`src/rtl/wlc_pkg.sv`:
```
// Shared types and constants for the window/level colormap.
// No dependencies; imported by window_level_colormap.
`default_nettype none

package wlc_pkg;

    localparam int SAMPLE_BITS_DEF   = 16;
    localparam int RAMP_BITS         = 8;
    localparam int WINDOW_HIGH_RESET = 255;

    localparam logic [RAMP_BITS-1:0] CHAN_MIN = '0;
    localparam logic [RAMP_BITS-1:0] CHAN_MAX = '1;

    // configuration register indexes
    localparam logic [1:0] REG_WINDOW_LOW  = 2'd0;
    localparam logic [1:0] REG_WINDOW_HIGH = 2'd1;
    localparam logic [1:0] REG_COLOR_MODE  = 2'd2;

    typedef enum logic [2:0] {
        MODE_LUMA    = 3'd0,
        MODE_INVERSE = 3'd1,
        MODE_RED     = 3'd2,
        MODE_GREEN   = 3'd3,
        MODE_BLUE    = 3'd4,
        MODE_HOT     = 3'd5
    } mode_t;

    typedef enum logic [1:0] {
        ZONE_BELOW  = 2'd0,
        ZONE_INSIDE = 2'd1,
        ZONE_ABOVE  = 2'd2
    } zone_t;

    // channel value for a zone: low colour, ramp value, high colour
    function automatic logic [RAMP_BITS-1:0] zone_level(
        input zone_t                zone,
        input logic [RAMP_BITS-1:0] ramp,
        input logic [RAMP_BITS-1:0] low_color,
        input logic [RAMP_BITS-1:0] high_color
    );
        logic [RAMP_BITS-1:0] level;
        level = high_color;
        unique case (zone)
            ZONE_BELOW:  level = low_color;
            ZONE_INSIDE: level = ramp;
            default:     level = high_color;
        endcase
        return level;
    endfunction

endpackage

`default_nettype wire

```
`src/rtl/window_level_colormap.sv`:
```
// Window/level colormap: signed sample in, 8-bit RGB out, one request per clock while the output is not stalled.
// Depends on wlc_pkg (types, register indexes, zone_level).
//
//  channel  | signals                                   | direction
//  ---------+-------------------------------------------+----------
//  sample   | sample_valid, sample_ready, sample        | in
//  color    | color_valid, color_ready, red/green/blue  | out
//  cfg      | cfg_valid, cfg_ready, cfg_index, cfg_data | in
//
// Throughput is one sample per clock while the output is not stalled; a result
// passes through one window-compare stage, one scaling stage, eight
// restoring-division stages (one quotient bit each) and the output register.
// The whole pipeline advances together when the output register is empty or taken.
// Reset clears the valid bits and loads window 0..255 in luminance mode.
// cfg is always ready; writes land at once.
`default_nettype none

module window_level_colormap
    import wlc_pkg::*;
#(
    parameter int SAMPLE_BITS = SAMPLE_BITS_DEF
)
(
    input  wire logic                          clk,
    input  wire logic                          rst_n,

    input  wire logic                          sample_valid,
    output logic                               sample_ready,
    input  wire logic signed [SAMPLE_BITS-1:0] sample,

    output logic                               color_valid,
    input  wire logic                          color_ready,
    output logic             [RAMP_BITS-1:0]   red,
    output logic             [RAMP_BITS-1:0]   green,
    output logic             [RAMP_BITS-1:0]   blue,

    input  wire logic                          cfg_valid,
    output logic                               cfg_ready,
    input  wire logic        [1:0]             cfg_index,
    input  wire logic        [SAMPLE_BITS-1:0] cfg_data
);

    localparam int RW    = SAMPLE_BITS + 10;   // holds 510*num + den
    localparam int DW    = SAMPLE_BITS + 1;    // holds 2*den
    localparam int NSTEP = RAMP_BITS;

    // ---------------- configuration ----------------
    logic signed [SAMPLE_BITS-1:0] window_low_reg;
    logic signed [SAMPLE_BITS-1:0] window_high_reg;
    logic        [2:0]             color_mode_reg;

    assign cfg_ready = 1'b1;

    always_ff @(posedge clk or negedge rst_n)
    begin
        if (!rst_n)
        begin
            window_low_reg  <= '0;
            window_high_reg <= SAMPLE_BITS'(WINDOW_HIGH_RESET);
            color_mode_reg  <= MODE_LUMA;
        end
        else if (cfg_valid)
        begin
            unique case (cfg_index)
                REG_WINDOW_LOW:  window_low_reg  <= cfg_data;
                REG_WINDOW_HIGH: window_high_reg <= cfg_data;
                REG_COLOR_MODE:  color_mode_reg  <= cfg_data[2:0];
                default:         ;
            endcase
        end
    end

    // ---------------- pipeline control ----------------
    logic color_valid_reg;
    logic advance;

    assign advance      = !color_valid_reg || color_ready;
    assign sample_ready = advance;

    // ---------------- stage 0: window compare ----------------
    // on the ramp every difference lies in 0..span, so the low bits suffice
    logic [SAMPLE_BITS-1:0] diff_lo, diff_hi, span;
    zone_t                  s0_zone_next;
    logic [SAMPLE_BITS-1:0] s0_num_next;

    assign diff_lo = sample - window_low_reg;
    assign diff_hi = window_high_reg - sample;
    assign span    = window_high_reg - window_low_reg;

    always_comb
    begin
        priority if (sample > window_high_reg)
            s0_zone_next = ZONE_ABOVE;
        else if (sample < window_low_reg)
            s0_zone_next = ZONE_BELOW;
        else
            s0_zone_next = ZONE_INSIDE;

        // numerator is zero off the ramp so the divider sees in-range values
        if (s0_zone_next != ZONE_INSIDE)
            s0_num_next = '0;
        else if (color_mode_reg == MODE_INVERSE)
            s0_num_next = diff_hi;
        else
            s0_num_next = diff_lo;
    end

    logic                   s0_valid_reg;
    zone_t                  s0_zone_reg;
    logic [SAMPLE_BITS-1:0] s0_num_reg;
    logic [SAMPLE_BITS-1:0] s0_den_reg;

    // ---------------- stage 1: scale to 510*num + den over 2*den ----------------
    logic [RW-1:0] scaled_next;
    logic [DW-1:0] divisor_next;

    assign scaled_next  = (RW'(s0_num_reg) << 9) - (RW'(s0_num_reg) << 1) + RW'(s0_den_reg);
    // zero-width window: numerator is 0 too, any nonzero divisor gives 0
    assign divisor_next = (s0_den_reg == '0) ? DW'(1) : {s0_den_reg, 1'b0};

    // ---------------- division stages ----------------
    logic                 dv_valid_reg [0:NSTEP];
    zone_t                dv_zone_reg  [0:NSTEP];
    logic [RW-1:0]        dv_rem_reg   [0:NSTEP];
    logic [DW-1:0]        dv_dvs_reg   [0:NSTEP];
    logic [RAMP_BITS-1:0] dv_quo_reg   [0:NSTEP];

    logic [RW-1:0]        rem_next [1:NSTEP];
    logic [RAMP_BITS-1:0] quo_next [1:NSTEP];

    for (genvar i = 0; i < NSTEP; i++)
    begin : g_step
        logic [RW-1:0] trial;
        logic          take;

        assign trial           = RW'(dv_dvs_reg[i]) << (NSTEP - 1 - i);
        assign take            = dv_rem_reg[i] >= trial;
        assign rem_next[i+1]   = take ? (dv_rem_reg[i] - trial) : dv_rem_reg[i];
        assign quo_next[i+1]   = {dv_quo_reg[i][RAMP_BITS-2:0], take};
    end

    // ---------------- output stage ----------------
    logic [RAMP_BITS-1:0] ramp;
    zone_t                out_zone;
    logic [RAMP_BITS-1:0] red_next, green_next, blue_next;
    logic [RAMP_BITS-1:0] red_reg, green_reg, blue_reg;

    assign ramp     = dv_quo_reg[NSTEP];
    assign out_zone = dv_zone_reg[NSTEP];

    always_comb
    begin
        red_next   = CHAN_MIN;
        green_next = CHAN_MIN;
        blue_next  = CHAN_MIN;
        unique case (color_mode_reg)
            MODE_INVERSE:
            begin
                red_next   = zone_level(out_zone, ramp, CHAN_MAX, CHAN_MIN);
                green_next = red_next;
                blue_next  = red_next;
            end
            MODE_RED:
                red_next   = zone_level(out_zone, ramp, CHAN_MIN, CHAN_MAX);
            MODE_GREEN:
                green_next = zone_level(out_zone, ramp, CHAN_MIN, CHAN_MAX);
            MODE_BLUE:
                blue_next  = zone_level(out_zone, ramp, CHAN_MIN, CHAN_MAX);
            MODE_HOT:
            begin
                red_next   = (out_zone == ZONE_BELOW) ? CHAN_MIN : CHAN_MAX;
                green_next = zone_level(out_zone, ramp, CHAN_MIN, CHAN_MAX);
            end
            default:
            begin
                red_next   = zone_level(out_zone, ramp, CHAN_MIN, CHAN_MAX);
                green_next = red_next;
                blue_next  = red_next;
            end
        endcase
    end

    // ---------------- registers ----------------
    always_ff @(posedge clk or negedge rst_n)
    begin
        if (!rst_n)
        begin
            s0_valid_reg    <= 1'b0;
            color_valid_reg <= 1'b0;
            for (int i = 0; i <= NSTEP; i++)
            begin
                dv_valid_reg[i] <= 1'b0;
            end
        end
        else if (advance)
        begin
            s0_valid_reg    <= sample_valid;
            dv_valid_reg[0] <= s0_valid_reg;
            for (int i = 1; i <= NSTEP; i++)
            begin
                dv_valid_reg[i] <= dv_valid_reg[i-1];
            end
            color_valid_reg <= dv_valid_reg[NSTEP];
        end
    end

    always_ff @(posedge clk)
    begin
        if (advance)
        begin
            s0_zone_reg   <= s0_zone_next;
            s0_num_reg    <= s0_num_next;
            s0_den_reg    <= span;

            dv_zone_reg[0] <= s0_zone_reg;
            dv_rem_reg[0]  <= scaled_next;
            dv_dvs_reg[0]  <= divisor_next;
            dv_quo_reg[0]  <= '0;
            for (int i = 1; i <= NSTEP; i++)
            begin
                dv_zone_reg[i] <= dv_zone_reg[i-1];
                dv_rem_reg[i]  <= rem_next[i];
                dv_dvs_reg[i]  <= dv_dvs_reg[i-1];
                dv_quo_reg[i]  <= quo_next[i];
            end

            red_reg   <= red_next;
            green_reg <= green_next;
            blue_reg  <= blue_next;
        end
    end

    assign color_valid = color_valid_reg;
    assign red         = red_reg;
    assign green       = green_reg;
    assign blue        = blue_reg;

    // ---------------- assertions ----------------
    // quotient fits in eight bits
    a_div_range: assert property (@(posedge clk) disable iff (!rst_n)
        dv_valid_reg[0] |-> (dv_rem_reg[0] < (RW'(dv_dvs_reg[0]) << NSTEP)))
        else $error("dividend out of range for 8-bit quotient");

    // restoring steps leave a proper remainder
    a_div_rem: assert property (@(posedge clk) disable iff (!rst_n)
        dv_valid_reg[NSTEP] |-> (dv_rem_reg[NSTEP] < RW'(dv_dvs_reg[NSTEP])))
        else $error("final remainder not below divisor");

    // a taken request always enters stage 0
    a_take: assert property (@(posedge clk) disable iff (!rst_n)
        (sample_valid && sample_ready) |=> s0_valid_reg)
        else $error("accepted request lost at entry");

    // a stall freezes the pipeline
    a_stall: assert property (@(posedge clk) disable iff (!rst_n)
        (color_valid && !color_ready) |=> $stable(dv_valid_reg[NSTEP]) && $stable(s0_valid_reg))
        else $error("pipeline moved during stall");

endmodule

`default_nettype wire
```
`config.mk`:
```
export PLATFORM = sky130hd
export DESIGN_NAME = window_level_colormap
export DESIGN_NICKNAME = d
export VERILOG_FILES = /design/src/rtl/wlc_pkg.sv /design/src/rtl/window_level_colormap.sv
export SDC_FILE = /design/constraint.sdc
export NUM_CORES = 1
export LEC_CHECK = 0
export ABC_AREA = 1
export CORE_MARGIN = 4
export CORE_UTILIZATION = 45
export DETAILED_ROUTE_END_ITERATION = 12
export DONT_BUFFER_PORTS = 1
export GPL_TIMING_DRIVEN = 0
export PLACE_DENSITY = 0.68
export SYNTH_ARGS = -nofsm -noshare
export SYNTH_HDL_FRONTEND = slang
export SYNTH_SLANG_ARGS = --single-unit
export TNS_END_PERCENT = 20
```
`constraint.sdc`:
```
create_clock -name clk -period 19.45 [get_ports clk]
set_input_delay 0.9725 -clock clk [delete_from_list [all_inputs] [get_ports clk]]
set_output_delay 0.9725 -clock clk [all_outputs]
set_load 0.01 [all_outputs]
```
Yosys cells after proc, flatten, opt, wreduce, memory -nomap -nowiden
Memory sizes are Yosys's and may differ from the RTL's.
Index checks and enable logic that the tools add are counted.
- output and inout port bits: 27
- memories: 4
- input bits: 39
- flip-flop bits (word level): 104
- memory bits (writable): 477
- memory list (name ; words ; bits a word ; read ports ; clocked after memory_dff ; wr ports ; line ; RTL):
    dv_rem_reg ; 9 ; 26 ; 8 ; 0 ; 9 ; window_level_colormap.sv:124 ; logic [RW-1:0] dv_rem_reg [0:NSTEP];
    dv_dvs_reg ; 9 ; 17 ; 8 ; 0 ; 9 ; window_level_colormap.sv:125 ; logic [DW-1:0] dv_dvs_reg [0:NSTEP];
    dv_quo_reg ; 9 ; 8 ; 9 ; 0 ; 9 ; window_level_colormap.sv:126 ; logic [RAMP_BITS-1:0] dv_quo_reg [0:NSTEP];
    dv_zone_reg ; 9 ; 2 ; 9 ; 0 ; 9 ; window_level_colormap.sv:123 ; zone_t dv_zone_reg [0:NSTEP];
- $add $sub $neg: 13
- equal/unequal tests: 9
- reduce and logical (&&, ||, !) cells: 11
- magnitude comparators: 10
- mux-type cells: 20
- operators by type and width (kind ; count):
    two-way mux 26 bit ; 8
    one-hot mux 8 bit (2 select lines) ; 4
    subtractor 16 bit ; 3
    adder 26 x 16 -> 26 bit ; 1
    >= comparator 26 x 17 -> 1 bit ; 1
    >= comparator 26 x 18 -> 1 bit ; 1
    >= comparator 26 x 19 -> 1 bit ; 1
    >= comparator 26 x 20 -> 1 bit ; 1
    >= comparator 26 x 21 -> 1 bit ; 1
    >= comparator 26 x 22 -> 1 bit ; 1
    >= comparator 26 x 23 -> 1 bit ; 1
    >= comparator 26 x 24 -> 1 bit ; 1
    subtractor 25 x 17 -> 26 bit ; 1
    subtractor 26 x 17 -> 26 bit ; 1
    subtractor 26 x 18 -> 26 bit ; 1
    subtractor 26 x 19 -> 26 bit ; 1
    subtractor 26 x 20 -> 26 bit ; 1
    subtractor 26 x 21 -> 26 bit ; 1
    subtractor 26 x 22 -> 26 bit ; 1
    subtractor 26 x 23 -> 26 bit ; 1
    subtractor 26 x 24 -> 26 bit ; 1
    one-hot mux 8 bit (3 select lines) ; 1
    two-way mux 17 bit ; 1
    greater-than comparator 16 bit ; 1
    18 further kinds ; 27

Depth between registers and ports, before layout
- depth after elaboration: 4
- gate-level depth with buffers: 16

Worst setup path after synthesis
OpenSTA, ideal clock, no wires.
- kind: input port to flip-flop
- from: input color_ready
- to: register dv_valid_reg[4] (netlist name)
- required time: 19.315 ns
- stages on the path: 4
- arrival time: 15.384 ns
- setup slack: 3.931 ns
- setup time: 0.135 ns
- cells stage by stage: inv_1 -> nand2_1 -> buf_1 -> mux2_2
- word-level cells in the longest chain between the ends: 1
- RTL lines (item ; line ; RTL):
    from (decl) ; window_level_colormap.sv:32 ; input wire logic color_ready,
    logical OR 1 bit ; window_level_colormap.sv:77 ; assign advance = !color_valid_reg || color_ready;
    via sample_ready ; window_level_colormap.sv:28 ; output logic sample_ready,
    to (signal, indexed assignment) ; window_level_colormap.sv:201 ; dv_valid_reg[i] <= dv_valid_reg[i-1];
    to (decl) ; window_level_colormap.sv:122 ; logic dv_valid_reg [0:NSTEP];
The timed path passes the listed nets, and every way through them passes these cells.
A chain may end at the register's enable or synchronous reset.

Final worst setup path
- from: register color_valid_reg, in the netlist color_valid
- to: output sample_ready
- word-level cells in the longest chain between the ends: 2
- RTL lines (item ; line ; RTL):
    from (decl) ; window_level_colormap.sv:74 ; logic color_valid_reg;
    from (signal assigned) ; window_level_colormap.sv:203 ; color_valid_reg <= dv_valid_reg[NSTEP];
    logical NOT 1 bit ; window_level_colormap.sv:77 ;
    logical OR 1 bit ; window_level_colormap.sv:77 ;
    to (decl) ; window_level_colormap.sv:28 ;
No other way between the ends.

==> run_summary.xml <==
<?xml version="1.0" encoding="UTF-8"?>
<metrics>
  <group name="global_route">
    <metric name="grt_pass1_wl" unit="mm">131.3</metric>
    <metric name="maximum_number_of_pins_on_one_net_before_global_route_repair" unit="">47</metric>
    <metric name="grt_util_overall" unit="%">21.21</metric>
    <metric name="grt-ovfl-total" unit="">0</metric>
    <metric name="number_of_antenna_violations_at_the_first_check_in_global_routing" unit="">1</metric>
    <metric name="grt_pass1_vias" unit="">24790</metric>
  </group>
  <group name="critical_path">
    <metric name="r2r_setup_slack" unit="ns">16.70</metric>
    <metric name="critical_path_class" unit="">reg -&gt; out</metric>
    <metric name="timing.rr.end" unit="">dv_rem_reg[0][124]</metric>
    <metric name="timing.critical_path.fanout_max" unit="">39</metric>
    <metric name="depth_of_the_most_critical_reg_to_reg_path" unit="">10</metric>
    <metric name="crit_path_top_delay_cell" unit="">sky130_fd_sc_hd__buf_2</metric>
    <metric name="critPathCapture" unit="">sample_ready</metric>
    <metric name="cp-end-kind" unit="">output pin</metric>
    <metric name="slowest_delay" unit="ns">0.68</metric>
    <metric name="critical_path.cell_chain" unit="">nand2_1, buf_2, buf_12, buf_12, buf_12</metric>
    <metric name="reg2reg_from" unit="">dv_dvs_reg[0][51]</metric>
    <metric name="path_common_cell" unit="">sky130_fd_sc_hd__buf_12</metric>
    <metric name="startpoint" unit="">color_valid</metric>
    <metric name="crit_required" unit="ns">18.48</metric>
    <metric name="worst_path_arrival" unit="ns">2.73</metric>
    <metric name="worstSetupStartpointType" unit="">flop</metric>
  </group>
  <group name="clock_tree">
    <metric name="numCtsBuffers" unit="">54</metric>
    <metric name="clk_pin_slew" unit="ns">0.07</metric>
    <metric name="cts-resized-gates" unit="">0</metric>
    <metric name="cts-htree-levels" unit="">2</metric>
    <metric name="clock_sink_count" unit="">502</metric>
    <metric name="clk_buf_depth" unit="">3</metric>
    <metric name="cts_hold_buffers" unit="">0</metric>
    <metric name="tritoncts" unit="">built</metric>
    <metric name="cts_root_buffer" unit="">sky130_fd_sc_hd__clkbuf_16</metric>
    <metric name="post-cts-setup-buffer-count" unit="">0</metric>
    <metric name="worst_skew_pair.late_latency" unit="ns">0.61</metric>
  </group>
  <group name="routing">
    <metric name="drt_pre_antenna_iters" unit="">6</metric>
    <metric name="totalWireLength" unit="mm">82.85</metric>
    <metric name="first_iter_violations" unit="">2182</metric>
    <metric name="route.detailed.vias_per_inst" unit="">5.074</metric>
    <metric name="detail_route.drc_violations" unit="">0</metric>
    <metric name="ant_nets" unit="">0</metric>
    <metric name="wire_per_inst" unit="microns">16.16</metric>
    <metric name="detailroute.via_count" unit="">26010</metric>
  </group>
  <group name="timing">
    <metric name="period_needed" unit="ns">3.701</metric>
    <metric name="timing_worst_slew_pin_value" unit="ns">0.8340</metric>
    <metric name="setup_violations" unit="">0</metric>
    <metric name="setup_repair_after_global_routing_missed_its_margin" unit="">no</metric>
    <metric name="post-route-period-util" unit="%">19.03</metric>
    <metric name="count_of_endpoints_failing_hold_in_the_final_timing_report" unit="">0</metric>
    <metric name="final_max_slew_viol_count" unit="">0</metric>
    <metric name="max-slew-margin-rel" unit="%">44.40</metric>
    <metric name="worst_slack" unit="ns">15.75</metric>
    <metric name="final.setup.tns" unit="ns">0</metric>
    <metric name="max_clock_freq" unit="GHz">0.2702</metric>
    <metric name="fin_skew" unit="ns">0.02062</metric>
  </group>
  <group name="place">
    <metric name="dpl.hpwl" unit="mm">67.23</metric>
    <metric name="dpl_worst_slack" unit="ns">15.78</metric>
    <metric name="io_buffers" unit="">0</metric>
    <metric name="dpl_cell_area" unit="sq um">34060</metric>
    <metric name="gp_routability_congestion" unit="">0.9270</metric>
  </group>
  <group name="logic_synthesis">
    <metric name="synth.ff_latch_count" unit="">502</metric>
    <metric name="postSynthNetCount" unit="">4339</metric>
    <metric name="yosys_warnings" unit="">0</metric>
    <metric name="ys_dominant_reg_cell" unit="">sky130_fd_sc_hd__edfxtp_1</metric>
    <metric name="synth.distinct_cells" unit="">55</metric>
    <metric name="syn-mean-instance-area" unit="sq um">8.028</metric>
    <metric name="synthesis.instances" unit="">4067</metric>
    <metric name="synth_enable_flop_cells" unit="">456</metric>
    <metric name="post_synth_instance_area" unit="sq um">32650</metric>
    <metric name="yosysSeqAreaShare" unit="%">45.49</metric>
    <metric name="postSynth.asyncResetShare" unit="%">9.163</metric>
  </group>
  <group name="die">
    <metric name="die-width" unit="microns">277.4</metric>
    <metric name="rows" unit="">98</metric>
    <metric name="die-height" unit="microns">277.4</metric>
    <metric name="dieArea" unit="sq um">76930</metric>
    <metric name="floorplan.core_area" unit="sq um">71730</metric>
    <metric name="i_o_pin_cnt" unit="">66</metric>
    <metric name="initial_core_util" unit="%">45.52</metric>
  </group>
  <group name="cells_and_area">
    <metric name="area_growth" unit="%">9.837</metric>
    <metric name="largest_reg_flops" unit="">208</metric>
    <metric name="diodes" unit="">0</metric>
    <metric name="layout.nets" unit="">4406</metric>
    <metric name="final_util" unit="%">50.00</metric>
    <metric name="final_design_area_no_fill" unit="sq um">35860</metric>
    <metric name="layout-drive-gt1-share" unit="%">5.196</metric>
    <metric name="fillerInstances" unit="">6884</metric>
  </group>
  <group name="outcome">
    <metric name="run_status" unit="">finished clean</metric>
  </group>
  <group name="flow_run">
    <metric name="maxCapViolations" unit="">0</metric>
  </group>
  <group name="min_path">
    <metric name="min_path_type" unit="">in -&gt; async</metric>
  </group>
</metrics>
[metal layers]
metal	share of wire [%]	up-vias	track usage [%]	wire (microns)
met1	44	11900	27.69	36110
met2	47	686	36.04	39240
met3	5.6	144	3.451	4603
li1	-	13280	-	-
met4	3.5	0	7.106	2891
met5	0	-	0	0
[synth_stat cells, drive strengths merged, types with 4 or more instances]
| library cell | instances | area (sq um) |
|---|---|---|
| nand3b | 25 | 191.4 |
| nor3 | 48 | 245.2 |
| a21boi | 4 | 30.03 |
| a21o | 5 | 37.54 |
| ha | 215 | 2690 |
| nand4 | 60 | 381.6 |
| fa | 18 | 360.4 |
| a21oi | 207 | 1107 |
| xor2 | 83 | 727.0 |
| edfxtp | 456 | 13690 |
| a22oi | 8 | 60.06 |
| and2 | 5 | 31.28 |
| o21a | 5 | 37.54 |
| or2 | 13 | 81.33 |
| buf | 27 | 234.0 |
| nor4 | 10 | 62.56 |
| inv | 714 | 2688 |
| o21ai | 139 | 695.7 |
| nor2 | 300 | 1186 |
| dfrtp | 38 | 950.9 |
| nand2 | 1351 | 5109 |
| nand3 | 234 | 1194 |
| o21bai | 30 | 225.2 |
| clkbuf | 26 | 97.59 |
| xnor2 | 16 | 140.1 |
| dfstp | 8 | 210.2 |
| mux2 | 9 | 101.4 |
[cell type report]
cell class	instances	area (sq um)	area share (%)
multi-input combinational	2797	14770	41.20
inverter	715	2691	7.504
buffer	53	332.8	0.9280
clock inverter	34	336.6	0.9385
sequential	502	14850	41.42
tap	950	1189	3.314
timing repair buffer	11	220.2	0.6140
clock buffer	64	1465	4.085
[cell usage in the layout, fill, tap and decap left out, types with 24 or more instances in the layout]
cell | synthesis | final
sky130_fd_sc_hd__nand4_1 | 59 | 59
sky130_fd_sc_hd__o21bai_1 | 30 | 30
sky130_fd_sc_hd__dfrtp_1 | 38 | 38
sky130_fd_sc_hd__inv_1 | 707 | 707
sky130_fd_sc_hd__clkbuf_1 | 26 | 30
sky130_fd_sc_hd__nor3_1 | 47 | 47
sky130_fd_sc_hd__ha_1 | 215 | 215
sky130_fd_sc_hd__xor2_1 | 83 | 83
sky130_fd_sc_hd__clkbuf_16 | 0 | 56
sky130_fd_sc_hd__nand3_1 | 231 | 231
sky130_fd_sc_hd__nor2_1 | 284 | 284
sky130_fd_sc_hd__o21ai_0 | 132 | 132
sky130_fd_sc_hd__a21oi_1 | 188 | 188
sky130_fd_sc_hd__edfxtp_1 | 456 | 456
sky130_fd_sc_hd__nand3b_1 | 24 | 24
sky130_fd_sc_hd__nand2_1 | 1338 | 1338
[worst min path at each step]
stage | to | depth (start not counted) | slack (ns) | from
floorplan | dv_quo_reg[0][17] | 0 | 0.40 | dv_quo_reg[0][8]
global placement | dv_zone_reg[0][5] | 0 | 0.40 | dv_zone_reg[0][3]
detailed placement | dv_quo_reg[0][52] | 0 | 0.40 | dv_quo_reg[0][43]
CTS | window_low_reg[12] | 0 | 0.03 | rst_n
global route | window_low_reg[12] | 0 | 0.03 | rst_n
finish | window_low_reg[12] | 0 | 0.06 | rst_n
[cell families (layout without fill, tap and decap cells)]
family	Yosys count	after routing	synth area share (%)
simple gates	2051	2051	26.08
buf+inv	768	877	9.258
flops	502	502	45.49
compound gates	403	403	6.821
fa+ha+maj	233	233	9.342
xor+xnor	99	99	2.656
mux	10	10	0.3411
other cells	1	1	0.01148
[through the flow]
step,cells,hold WS (ns)
6_report,5126,0.05942
5_1_grt,5126,0.02718
4_1_cts,5126,0.02721
3_5_place_dp,5028,0.4045
3_3_place_gp,5017,0.4015
2_1_floorplan,4067,0.4003
[critical path, delay by kind of cell (launching register included)]
| kind | cells | cell delay, ns |
|---|---|---|
| and+or+nand+nor | 1 | 0.15 |
| DFF | 1 | 0.41 |
| buffers and inverters | 4 | 1.49 |
Power is not shown: default switching activity piles up to over one toggle a cycle in this logic, so the estimate is an artifact.
